File: src/rtl/bsim_pkg.sv
// ----------------------------------------------------------------------------
// bsim_pkg: shared types and constants for the Bresenham scale index map
// Field widths, register indexes, run state and map write word layout.
// ----------------------------------------------------------------------------
package bsim_pkg;

  localparam int LEN_W = 13;  // line lengths, positions, step counts
  localparam int IDX_W = 12;  // map table index width
  localparam int DEC_W = 15;  // signed decision term and its increments
  localparam int CFG_W = 1;   // register index width

  localparam logic [LEN_W-1:0] MAX_LEN = LEN_W'(4096);

  // Register indexes on the configuration port
  localparam logic [CFG_W-1:0] REG_SOURCE_LENGTH = 1'b0;
  localparam logic [CFG_W-1:0] REG_DEST_LENGTH   = 1'b1;

  typedef logic [LEN_W-1:0]        len_t;
  typedef logic signed [DEC_W-1:0] dec_t;

  // Latched run parameters plus the live Bresenham state
  typedef struct packed {
    logic running;
    logic shrink;
    len_t run_steps;
    len_t steps_done;
    len_t dest_position;
    len_t source_position;
    dec_t decision;
    dec_t inc_straight;
    dec_t inc_diag;
  } run_state_t;

  typedef struct packed {
    logic             write_enable;
    logic [IDX_W-1:0] dest_index;
    logic [IDX_W-1:0] source_index;
    logic             last;
  } map_write_t;

  function automatic len_t clamp_len(input len_t v);
    return (v > MAX_LEN) ? MAX_LEN : v;
  endfunction

endpackage

File: src/rtl/bsim_step_if.sv
// ----------------------------------------------------------------------------
// bsim_step_if: step request channel
// Valid/ready channel carrying one step request per word.
// ----------------------------------------------------------------------------
interface bsim_step_if;
  logic valid;
  logic ready;
  logic first;

  modport source (output valid, output first, input ready);
  modport sink   (input valid, input first, output ready);
endinterface

File: src/rtl/bsim_write_if.sv
// ----------------------------------------------------------------------------
// bsim_write_if: map write channel
// Valid/ready channel carrying one map table write per word.
// ----------------------------------------------------------------------------
interface bsim_write_if;
  logic                     valid;
  logic                     ready;
  logic                     write_enable;
  logic [bsim_pkg::IDX_W-1:0] dest_index;
  logic [bsim_pkg::IDX_W-1:0] source_index;
  logic                     last;

  modport source (output valid, output write_enable, output dest_index,
                  output source_index, output last, input ready);
  modport sink   (input valid, input write_enable, input dest_index,
                  input source_index, input last, output ready);
endinterface

File: src/rtl/bsim_step.sv
// ----------------------------------------------------------------------------
// bsim_step: one Bresenham step
// Restarts the run on first (or stops it if a length is zero), emits the map write and advances the state.
// ----------------------------------------------------------------------------
module bsim_step (
  input  logic                 first,
  input  bsim_pkg::len_t       source_length,
  input  bsim_pkg::len_t       dest_length,
  input  bsim_pkg::run_state_t cur,
  output bsim_pkg::run_state_t nxt,
  output bsim_pkg::map_write_t result
);
  import bsim_pkg::*;

  len_t       src;
  len_t       dst;
  len_t       major;
  len_t       minor;
  run_state_t st;
  logic       last;

  always_comb begin
    src   = clamp_len(source_length);
    dst   = clamp_len(dest_length);
    major = (dst < src) ? src : dst;
    minor = (dst < src) ? dst : src;

    st = cur;
    if (first) begin
      st.running = 1'b0;
      if (src != '0 && dst != '0) begin
        st.shrink          = dst < src;
        st.inc_straight    = $signed({1'b0, minor, 1'b0}) - dec_t'(1);
        st.decision        = st.inc_straight - $signed({2'b00, major});
        st.inc_diag        = st.decision - $signed({2'b00, major});
        st.run_steps       = major;
        st.steps_done      = '0;
        st.dest_position   = '0;
        st.source_position = '0;
        st.running         = 1'b1;
      end
    end

    last   = ({1'b0, st.steps_done} + (LEN_W+1)'(1)) >= {1'b0, st.run_steps};
    result = '0;
    nxt    = st;
    if (st.running) begin
      result.write_enable = 1'b1;
      result.dest_index   = st.dest_position[IDX_W-1:0];
      result.source_index = st.source_position[IDX_W-1:0];
      result.last         = last;

      if (st.decision < 0) begin
        // straight step: advance the major axis only
        if (st.shrink) begin
          nxt.source_position = st.source_position + LEN_W'(1);
        end else begin
          nxt.dest_position = st.dest_position + LEN_W'(1);
        end
        nxt.decision = st.decision + st.inc_straight;
      end else begin
        nxt.dest_position   = st.dest_position + LEN_W'(1);
        nxt.source_position = st.source_position + LEN_W'(1);
        nxt.decision        = st.decision + st.inc_diag;
      end
      nxt.steps_done = st.steps_done + LEN_W'(1);
      if (last) begin
        nxt.running = 1'b0;
      end
    end
  end

endmodule

File: src/rtl/bresenham_scale_index_map.sv
// ----------------------------------------------------------------------------
// bresenham_scale_index_map: nearest-neighbor scaling index map generator
// Each step word yields one map write word from Bresenham stepping.
// ----------------------------------------------------------------------------
//
// Channel     Dir  Word contents
// step        in   first (restart the run from the length registers)
// map_write   out  write_enable, dest_index, source_index, last
// cfg_*       in   cfg_we, cfg_index (0 source_length, 1 dest_length), cfg_data
//
// One step word is taken every cycle unless stalled; its map write word appears in the
// output register on the next cycle. The only stored stage is that output
// register, so throughput is one word per clock while not stalled.
// Stall: step.ready drops only while a map write word is held unaccepted.
// Reset (rst, synchronous) clears both lengths, the run state and the
// output valid; the block then issues no map table writes until a step word with first.
//
module bresenham_scale_index_map (
  input  logic                          clk,
  input  logic                          rst,
  bsim_step_if.sink                     step,
  bsim_write_if.source                  map_write,
  input  logic                          cfg_we,
  input  logic [bsim_pkg::CFG_W-1:0]    cfg_index,
  input  logic [bsim_pkg::LEN_W-1:0]    cfg_data
);
  import bsim_pkg::*;

  len_t       source_length;
  len_t       dest_length;
  run_state_t run_state;
  run_state_t run_state_next;
  map_write_t result;
  map_write_t result_next;
  logic       out_valid;
  logic       step_take;

  // Length registers; a write only matters at the next restart.
  always_ff @(posedge clk) begin
    if (rst) begin
      source_length <= '0;
      dest_length   <= '0;
    end else if (cfg_we) begin
      unique case (cfg_index)
        REG_SOURCE_LENGTH: source_length <= cfg_data;
        REG_DEST_LENGTH:   dest_length   <= cfg_data;
        default: ;
      endcase
    end
  end

  // Accept a new step whenever the output register is free or draining.
  assign step.ready = !out_valid || map_write.ready;
  assign step_take  = step.valid && step.ready;

  bsim_step u_step (
    .first         (step.first),
    .source_length (source_length),
    .dest_length   (dest_length),
    .cur           (run_state),
    .nxt           (run_state_next),
    .result        (result_next)
  );

  // Advance the run state on every accepted step word.
  always_ff @(posedge clk) begin
    if (rst) begin
      run_state <= '0;
    end else if (step_take) begin
      run_state <= run_state_next;
    end
  end

  // Output register: load on accept, drop valid once taken.
  always_ff @(posedge clk) begin
    if (rst) begin
      out_valid <= 1'b0;
    end else if (step_take) begin
      out_valid <= 1'b1;
    end else if (map_write.ready) begin
      out_valid <= 1'b0;
    end
  end

  always_ff @(posedge clk) begin
    if (step_take) begin
      result <= result_next;
    end
  end

  assign map_write.valid        = out_valid;
  assign map_write.write_enable = result.write_enable;
  assign map_write.dest_index   = result.dest_index;
  assign map_write.source_index = result.source_index;
  assign map_write.last         = result.last;

endmodule
File: src/flat_wrapper.sv
// flat-port wrapper written by rule: the top's interface ports become plain ports
module bresenham_scale_index_map_flat import bsim_pkg::*;
  (clk, rst, cfg_we, cfg_index, cfg_data, step_valid, step_first, step_ready, map_write_valid, map_write_write_enable, map_write_dest_index, map_write_source_index, map_write_last, map_write_ready);
  bsim_step_if step_i ();
  bsim_write_if map_write_i ();
  input  logic clk;
  input  logic rst;
  input  logic cfg_we;
  input  logic [bsim_pkg::CFG_W-1:0] cfg_index;
  input  logic [bsim_pkg::LEN_W-1:0] cfg_data;
  input wire logic [$bits(step_i.valid)-1:0] step_valid;
  input wire logic [$bits(step_i.first)-1:0] step_first;
  output wire logic [$bits(step_i.ready)-1:0] step_ready;
  output wire logic [$bits(map_write_i.valid)-1:0] map_write_valid;
  output wire logic [$bits(map_write_i.write_enable)-1:0] map_write_write_enable;
  output wire logic [$bits(map_write_i.dest_index)-1:0] map_write_dest_index;
  output wire logic [$bits(map_write_i.source_index)-1:0] map_write_source_index;
  output wire logic [$bits(map_write_i.last)-1:0] map_write_last;
  input wire logic [$bits(map_write_i.ready)-1:0] map_write_ready;
  assign step_i.valid = step_valid;
  assign step_i.first = step_first;
  assign step_ready = step_i.ready;
  assign map_write_valid = map_write_i.valid;
  assign map_write_write_enable = map_write_i.write_enable;
  assign map_write_dest_index = map_write_i.dest_index;
  assign map_write_source_index = map_write_i.source_index;
  assign map_write_last = map_write_i.last;
  assign map_write_i.ready = map_write_ready;
  bresenham_scale_index_map u_core (.clk(clk), .rst(rst), .step(step_i), .map_write(map_write_i), .cfg_we(cfg_we), .cfg_index(cfg_index), .cfg_data(cfg_data));
endmodule
File: config.mk
export PLATFORM = sky130hd
export DESIGN_NAME = bresenham_scale_index_map_flat
export DESIGN_NICKNAME = d
export VERILOG_FILES = /design/src/rtl/bsim_pkg.sv /design/src/rtl/bsim_step_if.sv /design/src/rtl/bsim_write_if.sv /design/src/rtl/bsim_step.sv /design/src/rtl/bresenham_scale_index_map.sv /design/src/flat_wrapper.sv
export SDC_FILE = /design/constraint.sdc
export NUM_CORES = 1
export LEC_CHECK = 0
export ABC_AREA = 0
export BUFFER_PORTS_ARGS = -buffer_cell sky130_fd_sc_hd__buf_2
export CAP_MARGIN = 20
export CORE_UTILIZATION = 40
export CTS_BUF_LIST = sky130_fd_sc_hd__clkbuf_8
export DETAILED_ROUTE_END_ITERATION = 10
export PLACE_DENSITY = 0.62
export SLEW_MARGIN = 30
export SYNTH_ARGS = -nofsm -noshare
export SYNTH_HDL_FRONTEND = slang
export SYNTH_SLANG_ARGS = --single-unit
File: constraint.sdc
create_clock -name clk -period 17.05 [get_ports clk]
set_clock_uncertainty 0.2 [all_clocks]
set_input_delay 2.5575 -clock clk [delete_from_list [all_inputs] [get_ports clk]]
set_output_delay 2.5575 -clock clk [all_outputs]
set_load 0.01 [all_outputs]
=== Yosys cells after proc, flatten, opt, wreduce, memory -nomap -nowiden ===
Index checks and enable logic that the tools add are counted.

* Add/sub/neg operators: 9
* Order comparisons: 5
* Multiplexer cells: 15
* Bitwise operators: 1
* Reduce and logical (&&, ||, !) cells: 9

{| class="wikitable"
|+ Operator list
! cell !! count
|-
| $mux W99 || 2
|-
| $mux W13 || 6
|-
| $mux W54 || 1
|-
| $mux W41 || 1
|-
| $add A13 B1 Y13 const B || 3
|-
| $add A15 B15 Y15 || 2
|-
| $sub A15 B14 Y15 || 2
|-
| $gt A13 B13 Y1 const B || 2
|-
| $mux W26 || 1
|-
| $reduce_bool A13 Y1 || 2
|-
| $lt A15 B1 Y1 const B || 1
|-
| $sub A14 B1 Y15 const B || 1
|-
| $add A13 B1 Y14 const B || 1
|-
| $ge A14 B13 Y1 || 1
|-
| $lt A13 B13 Y1 || 1
|-
| $mux W1 || 4
|-
| $reduce_and A2 Y1 || 2
|-
| $logic_and A1 B1 Y1 || 2
|-
| $reduce_bool A2 Y1 || 1
|-
| $logic_not A1 Y1 || 1
|-
| $logic_or A1 B1 Y1 || 1
|-
| $not A1 Y1 || 1
|}

* Register bits: 152
* Input bits: 20
* Word-level logic and storage cells: 55

=== Depth between registers and ports, before layout ===
Gate-level depths: netlist of run 1.

* Depth after elaboration: 13
* Gate-level depth with buffers: 43
* Depth with buffers taken out: 38

=== Cells and area by module ===
Synthesis of run 1 repeated with hierarchy kept, for this count alone.

* Cells, all modules: 1,497
* Area, all modules: 11,796.3 um^2

{| class="wikitable"
|+ By module, submodules not included
! module !! instances !! cells each !! area each (um^2) !! seq. area each (um^2)
|-
| bresenham_scale_index_map || 1 || 597 || 6,007.0 || 3,303.2
|-
| bsim_step || 1 || 900 || 5,789.3 || 0.0
|}

=== Worst setup path before layout of run 1 ===
Ideal clock, no wire load.

* Path type: register to register
* From: register u_core.dest_length[12]
* To: register u_core.run_state[44] (netlist name)
* Setup time: 125 ps
* Arrival time: 7,703 ps
* Slack: 9,022 ps
* Stages on the path, launching flop included: 41
* Path through: dfxtp_1 -> buf_2 -> clkbuf_1 -> nand2b_1 -> inv_1 -> ha_1 -> o2111ai_1 -> a21o_1 -> a21oi_2 -> buf_4 -> buf_2 -> buf_1 -> nor2_1 -> a21oi_1 -> ha_1 -> clkbuf_1 -> nand3_1 -> mux2i_1 -> [5 not listed] -> o21bai_1 -> or3_1 -> a31oi_1 -> buf_4 -> nand2_2 -> nor2_1 -> a211oi_1 -> ha_1 -> nor2b_1 -> o21ai_0 -> a21oi_1 -> o41ai_1 -> a31oi_1 -> a21oi_1 -> o21bai_1 -> a31o_2 -> a41oi_1 -> o2bb2ai_1

* Cells in the longest elaborated chain, start to end: 12
* Elaborated cells between the ends (all ways): 17

{| class="wikitable"
|+ Ends and longest elaborated chain
! item !! line !! text
|-
| start, declared || bresenham_scale_index_map.sv:30 || <nowiki>len_t dest_length;</nowiki>
|-
| start signal, assigned || bresenham_scale_index_map.sv:46 || <nowiki>REG_DEST_LENGTH: dest_length <= cfg_data;</nowiki>
|-
| $gt A13 B13 Y1 || bsim_pkg.sv:42 || <nowiki>return (v > MAX_LEN) ? MAX_LEN : v;</nowiki>
|-
| $mux W13 * || bsim_pkg.sv:42 ||
|-
| $lt A13 B13 Y1 || bsim_step.sv:25, bsim_step.sv:26 ||
|-
| $mux W13 || bsim_step.sv:26 || <nowiki>minor = (dst < src) ? dst : src;</nowiki>
|-
| $sub A14 B1 Y15 || bsim_step.sv:33 || <nowiki>st.inc_straight = $signed({1'b0, minor, 1'b0}) - dec_t'(1);</nowiki>
|-
| $sub A15 B14 Y15 || bsim_step.sv:34 || <nowiki>st.decision = st.inc_straight - $signed({2'b00, major});</nowiki>
|-
| $sub A15 B14 Y15 || bsim_step.sv:35 || <nowiki>st.inc_diag = st.decision - $signed({2'b00, major});</nowiki>
|-
| $mux W99 * || bsim_step.sv:31 || <nowiki>if (src != '0 && dst != '0) begin</nowiki>
|-
| $mux W99 * || bsim_step.sv:29 || <nowiki>if (first) begin</nowiki>
|-
| $add A15 B15 Y15 || bsim_step.sv:64 || <nowiki>nxt.decision = st.decision + st.inc_diag;</nowiki>
|-
| $mux W41 || bsim_step.sv:53 || <nowiki>if (st.decision < 0) begin</nowiki>
|-
| $mux W54 * || bsim_step.sv:47 || <nowiki>if (st.running) begin</nowiki>
|-
| end signal, assigned || bresenham_scale_index_map.sv:70 || <nowiki>run_state <= run_state_next;</nowiki>
|-
| end, declared || bresenham_scale_index_map.sv:31 || <nowiki>run_state_t run_state;</nowiki>
|}

Mark *: on every way between the ends. The rest lies on a longest branch, timed or not.
A chain may end at the register's enable or synchronous reset.

=== Final worst setup path of run 1 ===
Ends and elaborated chain as after synthesis.

==> impl_results.md, run 1 <==
- Status: complete, no violations
- Hpwl dp: approximately 18,000 um
- H-tree Lvls: 4
- Maximum operating frequency: approximately 110 MHz
- Leak: around 4.2 nW
- Core area: 23,800 sq um
- YS warnings: 0
- Peak VDD IR: 0.0726 mV
- Finished Core Util: between 40% and 50%
- Fin. max-slew vios: 0
- Required @ worst endpoint: 17.18 ns
- CTS clk-pin slew, worst paths: approximately 0.10 ns
- RSZ-0062 raised after global routing: false
- First-pass GRT wire length: between 40,000 and 50,000 um
- CP dominant cell by count: ha_1
- Tmin final: 9.23 ns
- Worst R2R Start: u_core.dest_length[12]
- Critical Path Sink: u_core.run_state[44]
- Worst Tran Pin Value: roughly 0.91 ns
- DR DRC count: 0
- Longest Clk Path Bufs: 2
- Largest net degree at the start of global routing: 78
- Number of global-route vias before repair: roughly 8,000
- GPL Wtd Cong: 0.879
- Register area share after synthesis: 33.4%
- Post-synth design cell area: just under 10,000 sq um
- Chip height: 158 um
- First-pass DRT Iterations: 5
- Crit. End Element: register
- Clock buffer count from CTS: 17
- Arrival time at the worst endpoint: 9.37 ns
- Critical path origin: u_core.dest_length[12]
- Total power: around 0.0015 W
- Setup crit start kind: register
- Worst r2r path cells: 36
- Max-capacitance violation count: 0
- Setup TNS Final: 0 ns
- Syn_nets: 1,370
- Skew-Pair Late Insertion Delay: approximately 0.48 ns
- Critical path's largest stage delay: roughly 0.85 ns
- Slowest cell on crit path: dfxtp_1
- Wire per inst: 15.0 um
- Syn_area_per_cell: about 7.6 sq um
- Synth cell types: 61
- Top Ports: 48
- Initial core utilization: ~41%
- Net count of the finished layout: 1,383
- Starting DRT DRC Count: 510
- Initial antenna violation count: 0
- Crit Path Category: register to register
- Number of synthesized flops with an enable pin: 26
- Pwr per Cell Area: approximately 140 nW/um^2
- Die X: approximately 160 um
- Setup-failing EPs final: 0
- Reg2reg setup slack: roughly 7.8 ns
- Via count: approximately 8,700
- Reg-to-Reg End: u_core.run_state[44]
- Hold_ws: around 0.26 ns
- Via density per instance: around 5.4
- Overall die area: 25,100 sq um
- PortBufs: 47
- Mapped Cells: 1,281
- Ratio of cells with drive above 1 in the final layout: 8.19%
- Worst hold path type: register to register
- Placement Rows: 56
- Post-CTS setup repair buffer count: 0
- CTS tree: built
- GRT Residual Overflow: 0
- Post-DRT Antenna Nets: 0
- Commonest cells after routing, fill and taps aside: nand2_1 (256), a21oi_1 (146), nor2_1 (127), dfxtp_1 (124), ha_1 (68)
- Area grow syn2layout: 9.20%
- Final WL: 24,400 um
- #FFs+latches synth: 150
- # diodes: 0
- CTS resizes: 0
- Worst relative slew slack: 39.2%
- Hold Buf Count CTS: 0
- Clk sinks: 150
- Ys flop type: dfxtp_1
- Ys async rst share: 0%
- Period utilization: a little over half
- Hold Fails Final Rpt: 0
- Most common cell after layout, fill and taps aside: nand2_1
- Worst-path maximum fanout: 60
- CTS Root Cell: clkbuf_8
- Total global-route track usage: between 20% and 30%
area by class of cell:
| class | instances | area [sq um] |
|---|---|---|
| Clock inverter | 15 | 173 |
| Fill cell | 2406 | 13100 |
| Timing Repair Buffer | 60 | 335 |
| Sequential cell | 150 | 3260 |
| Tap cell | 319 | 399 |
| Clock buffer | 17 | 234 |
| Multi-Input combinational cell | 1035 | 6160 |
| Inverter | 30 | 113 |
sequential cells by signal (all words and copies together) (netlist names):
register	flops
u_core.dest_length	13
u_core.map_write.dest_index	12
u_core.map_write.last	1
u_core.map_write.source_index	12
u_core.map_write.valid	1
u_core.map_write.write_enable	1
u_core.run_state	97
u_core.source_length	13
kinds of logic after synthesis:
group                    share of synthesized area (%)
adder cells (fa/ha/maj)                           8.91
buffers and inverters                             3.90
multiplexers                                      2.50
AO/OA/AOI/OAI                                     18.9
flip-flops                                        33.4
XOR/XNOR                                          6.45
AND/OR/NAND/NOR                                   26.0
Yosys cell counts (4+ instances only):
master / count / area, sq um
nand2_1: 256 / 961
a21oi_1: 147 / 736
nor2_1: 129 / 484
dfxtp_1: 124 / 2480
ha_1: 68 / 851
clkbuf_1: 47 / 176
xnor2_1: 45 / 394
and2_1: 33 / 206
o21ai_0: 31 / 155
nor3_1: 30 / 150
inv_1: 27 / 101
xor2_1: 27 / 236
edfxtp_1: 26 / 781
nand3_1: 26 / 130
a211oi_1: 24 / 180
nor2b_1: 23 / 144
and3_1: 21 / 131
mux2i_1: 21 / 210
a21o_1: 16 / 120
o21a_1: 16 / 120
nand2b_1: 15 / 93.8
a31oi_1: 13 / 81.3
nand4_1: 12 / 75.1
buf_1: 10 / 37.5
o21bai_1: 8 / 60.1
nor4_1: 6 / 37.5
o22ai_1: 6 / 37.5
o31ai_1: 6 / 45.0
buf_2: 5 / 25.0
nand3b_1: 5 / 37.5
o211ai_1: 5 / 37.5
buf_4: 4 / 30.0
o41ai_1: 4 / 35.0
power breakdown:
group / leakage (nW) / total, W / switching (W) / internal (W)
Sequential: 1.27 / 0.000405 / 0.0000167 / 0.000388
Combinational: 2.74 / 0.000811 / 0.000491 / 0.000319
Clock: 0.202 / 0.000281 / 0.000170 / 0.000112
Total: 4.21 / 0.00150 / 0.000678 / 0.000819
worst min-delay path by stage:
stage          cells after the start  slack, ns                 start                   end
4_1_cts                            2       0.26   u_core.run_state[8]   u_core.run_state[8]
3_5_place_dp                       2       0.25   u_core.run_state[8]   u_core.run_state[8]
3_3_place_gp                       2       0.24   u_core.run_state[1]   u_core.run_state[1]
2_1_floorplan                      2       0.23   u_core.run_state[6]   u_core.run_state[6]
6_report                           2       0.26  u_core.run_state[36]  u_core.run_state[36]
5_1_grt                            2       0.27  u_core.run_state[27]  u_core.run_state[27]
metrics by stage:
stage	cell area, sq um	setup WS, ns	std cells
after floorplan	9780	9.02	1281
after global placement	10300	8.27	1594
after detailed placement	10300	8.09	1594
after CTS	10700	8.01	1626
after global routing	10700	7.15	1626
final	10700	7.82	1626
layer usage:
metal | wire, um | vias to the layer above | track usage [%]
met3 | 782 | 32 | 2.91
li1 | - | 4490 | -
met5 | 0 | - | 0
met2 | 11600 | 155 | 34.6
met4 | 398 | 0 | 6.18
met1 | 11600 | 4069 | 26.3
worst max-delay path, delay by kind of cell (launching register included):
kind | cells | cell delay [ns]
flops | 1 | 0.85
xor+xnor | 1 | 0.29
compound gates | 17 | 3.18
simple gates | 10 | 1.96
mux | 1 | 0.34
buf+inv | 3 | 0.90
fa+ha+maj | 4 | 1.36
No activity file was read; power rests on OpenSTA's default activity.
==> inputs of run 2 (changes only) <==
==> constraint.sdc (replaced) <==
create_clock -name clk -period 8.5 [get_ports clk]
set_clock_uncertainty 0.2 [all_clocks]
set_input_delay 1.275 -clock clk [delete_from_list [all_inputs] [get_ports clk]]
set_output_delay 1.275 -clock clk [all_outputs]
set_load 0.01 [all_outputs]
==> run 2 against run 1 <==
Against the previous run: core utilization is 0.76 points higher; clock power is 110% higher; wire length is 1.4% higher; setup slack worse by 7.4 ns; final cell count is 1.0% higher; total power is 110% higher; flip-flop and latch count stayed put; register-to-register slack worse by 7.4 ns; worst hold slack worse by 0.0017 ns; fmax is 14% higher; global-route usage is 0.36 points higher; via count is 0.46% higher; critical endpoint unchanged; highest routed layer unchanged.
==> impl_results.md, run 2 (synthesis gave the netlist of run 1 again) <==
- Setup-failing EPs final: 0
- Wire per inst: 15.1 um
- Die X: around 160 um
- # fillers: approximately 2,400
- Via density per instance: approximately 5.3
- Commonest cells after routing, fill and taps aside: nand2_1 (255), a21oi_1 (146), nor2_1 (127), dfxtp_1 (122), ha_1 (67)
- Final WL: 24,800 um
- Pint: ~0.0017 W
- Slowest cell on crit path: mux2i_1
- First-pass GRT wire length: about 41,000 um
- CP dominant cell by count: ha_1
- NetSw: 0.00136 W
- CTS tree: built
- Leak: 4.31 nW
- Worst Tran Pin Value: just under 0.9 ns
- GPL Wtd Cong: around 0.92
- Required @ worst endpoint: approximately 8.6 ns
- Clk sinks: 150
- PortBufs: 47
- Period utilization: 95.3%
- Hold_ws: roughly 0.26 ns
- CTS clk-pin slew, worst paths: roughly 0.090 ns
- H-tree Lvls: 4
- Top Ports: 48
- Critical path's largest stage delay: between 0.6 and 0.7 ns
- Switching Fraction: 44.2%
- Status: complete, no violations
- Tmin final: 8.10 ns
- Hpwl dp: ~18,000 um
- Core area: between 20,000 and 25,000 sq um
- Hold Buf Count CTS: 0
- Non-filler instance count after layout: roughly 1,600
- Starting DRT DRC Count: roughly 540
- Max-capacitance violation count: 0
- Peak VDD IR: approximately 0.16 mV
- Biggest register: u_core.run_state
- Worst relative slew slack: 42.0%
- Largest net degree at the start of global routing: 75
- DR DRC count: 0
- GRT Residual Overflow: 0
- Crit Path Category: register to register
- Overall die area: ~25,000 sq um
- Max reg flops: 97
- Ratio of cells with drive above 1 in the final layout: roughly a tenth
- Total global-route track usage: approximately a fifth
- Biggest regs: u_core.run_state (97), u_core.dest_length (13), u_core.source_length (13)
- Cell count after placement: ~1,600
- Skew-Pair Late Insertion Delay: 0.47 ns
- Seq. cell area: between 3000 and 4000 sq um
- Worst-path maximum fanout: 25
- Reg2reg setup slack: roughly 0.40 ns
- Chip height: 158 um
- Register share of total power: 26.4%
- Crit. End Element: register
- Via count: 8,786
- Worst hold path type: register to register
- Placement Rows: 56
- Post-DRT Antenna Nets: 0
- Pwr per Cell Area: between 200 and 300 nW/um^2
- Clock buffer count from CTS: 17
- Arrival time at the worst endpoint: about 8 ns
- Clk pwr share: around a fifth
- Hold Fails Final Rpt: 0
- Longest Clk Path Bufs: 2
- Area grow syn2layout: 11.0%
- Net count of the finished layout: 1,400
- Maximum operating frequency: ~120 MHz
- CTS Root Cell: clkbuf_8
- Gate power share: 54.3%
- Fin. max-slew vios: 0
- Setup crit start kind: register
- Initial antenna violation count: 0
- Number of global-route vias before repair: 8,187
- First-pass DRT Iterations: 5
- Most common cell after layout, fill and taps aside: nand2_1
- # diodes: 0
- Initial core utilization: around 40%
- Area of the multi-input gates: a little over 6000 sq um
==> run 2: power groups by stage <==
stage | registers, W | clock network (W) | logic (W)
after floorplan | 0.000821 | 0 | 0.00128
after global placement | 0.000826 | 0 | 0.00161
after detailed placement | 0.000827 | 0 | 0.00163
after CTS | 0.000811 | 0.000609 | 0.00164
after global routing | 0.000819 | 0.000637 | 0.00186
final | 0.000812 | 0.000595 | 0.00167
==> run 2: area by class of cell <==
| class | count | area share, % |
|---|---|---|
| tap | 319 | 3.68 |
| clock buffer | 17 | 2.15 |
| sequential | 150 | 30.1 |
| clock inverter | 15 | 1.74 |
| inverter | 30 | 1.04 |
| timing repair buffer | 77 | 4.26 |
| multi-input combinational | 1035 | 57.1 |
==> run 2: metrics by stage <==
stage | total power (W) | setup WS, ns | utilization [%] | instance area, sq um | setup TNS (ns)
6_report | 0.00308 | 0.404 | 45.7 | 10900 | 0
4_1_cts | 0.00306 | 0.0924 | 45.5 | 10800 | 0
3_3_place_gp | 0.00244 | 0.390 | 43.7 | 10400 | 0
3_5_place_dp | 0.00245 | 0.167 | 43.7 | 10400 | 0
5_1_grt | 0.00332 | -0.0659 | 45.7 | 10900 | -0.0659
2_1_floorplan | 0.00210 | 0.472 | - | 9780 | 0
==> run 2: repair_timing <==
action / in CTS / in global routing
setup buffers: 0 / 3
endpoints found under the setup margin: 0 / 6
resized for setup: 0 / 8
==> run 2: critical path, delay by kind of cell, from the launching register on <==
family                     cells  cell delay [ns]
AOI/OAI and AO/OA             17             3.36
and+or+nand+nor                7             1.38
adders and majority gates      3             0.95
muxes                          2             0.92
DFF                            1             0.55
buffers and inverters          2             0.42
xor gates and xnor gates       1             0.17
==> run 2: worst paths after layout <==
path	cells past startpoint	start	endpoint
min reg2reg	2	u_core.run_state[40]	u_core.run_state[40]
max reg2reg	32	u_core.dest_length[12]	u_core.run_state[44]
max	32	u_core.dest_length[12]	u_core.run_state[44]
min	2	u_core.run_state[40]	u_core.run_state[40]
==> run 2: routing by layer <==
metal / track usage (%) / up-vias / wire length (um)
met5: 0 / - / 0
met4: 6.82 / 0 / 495
met3: 3.10 / 37 / 809
met2: 34.7 / 172 / 11400
met1: 27.0 / 4057 / 12000
li1: - / 4520 / -
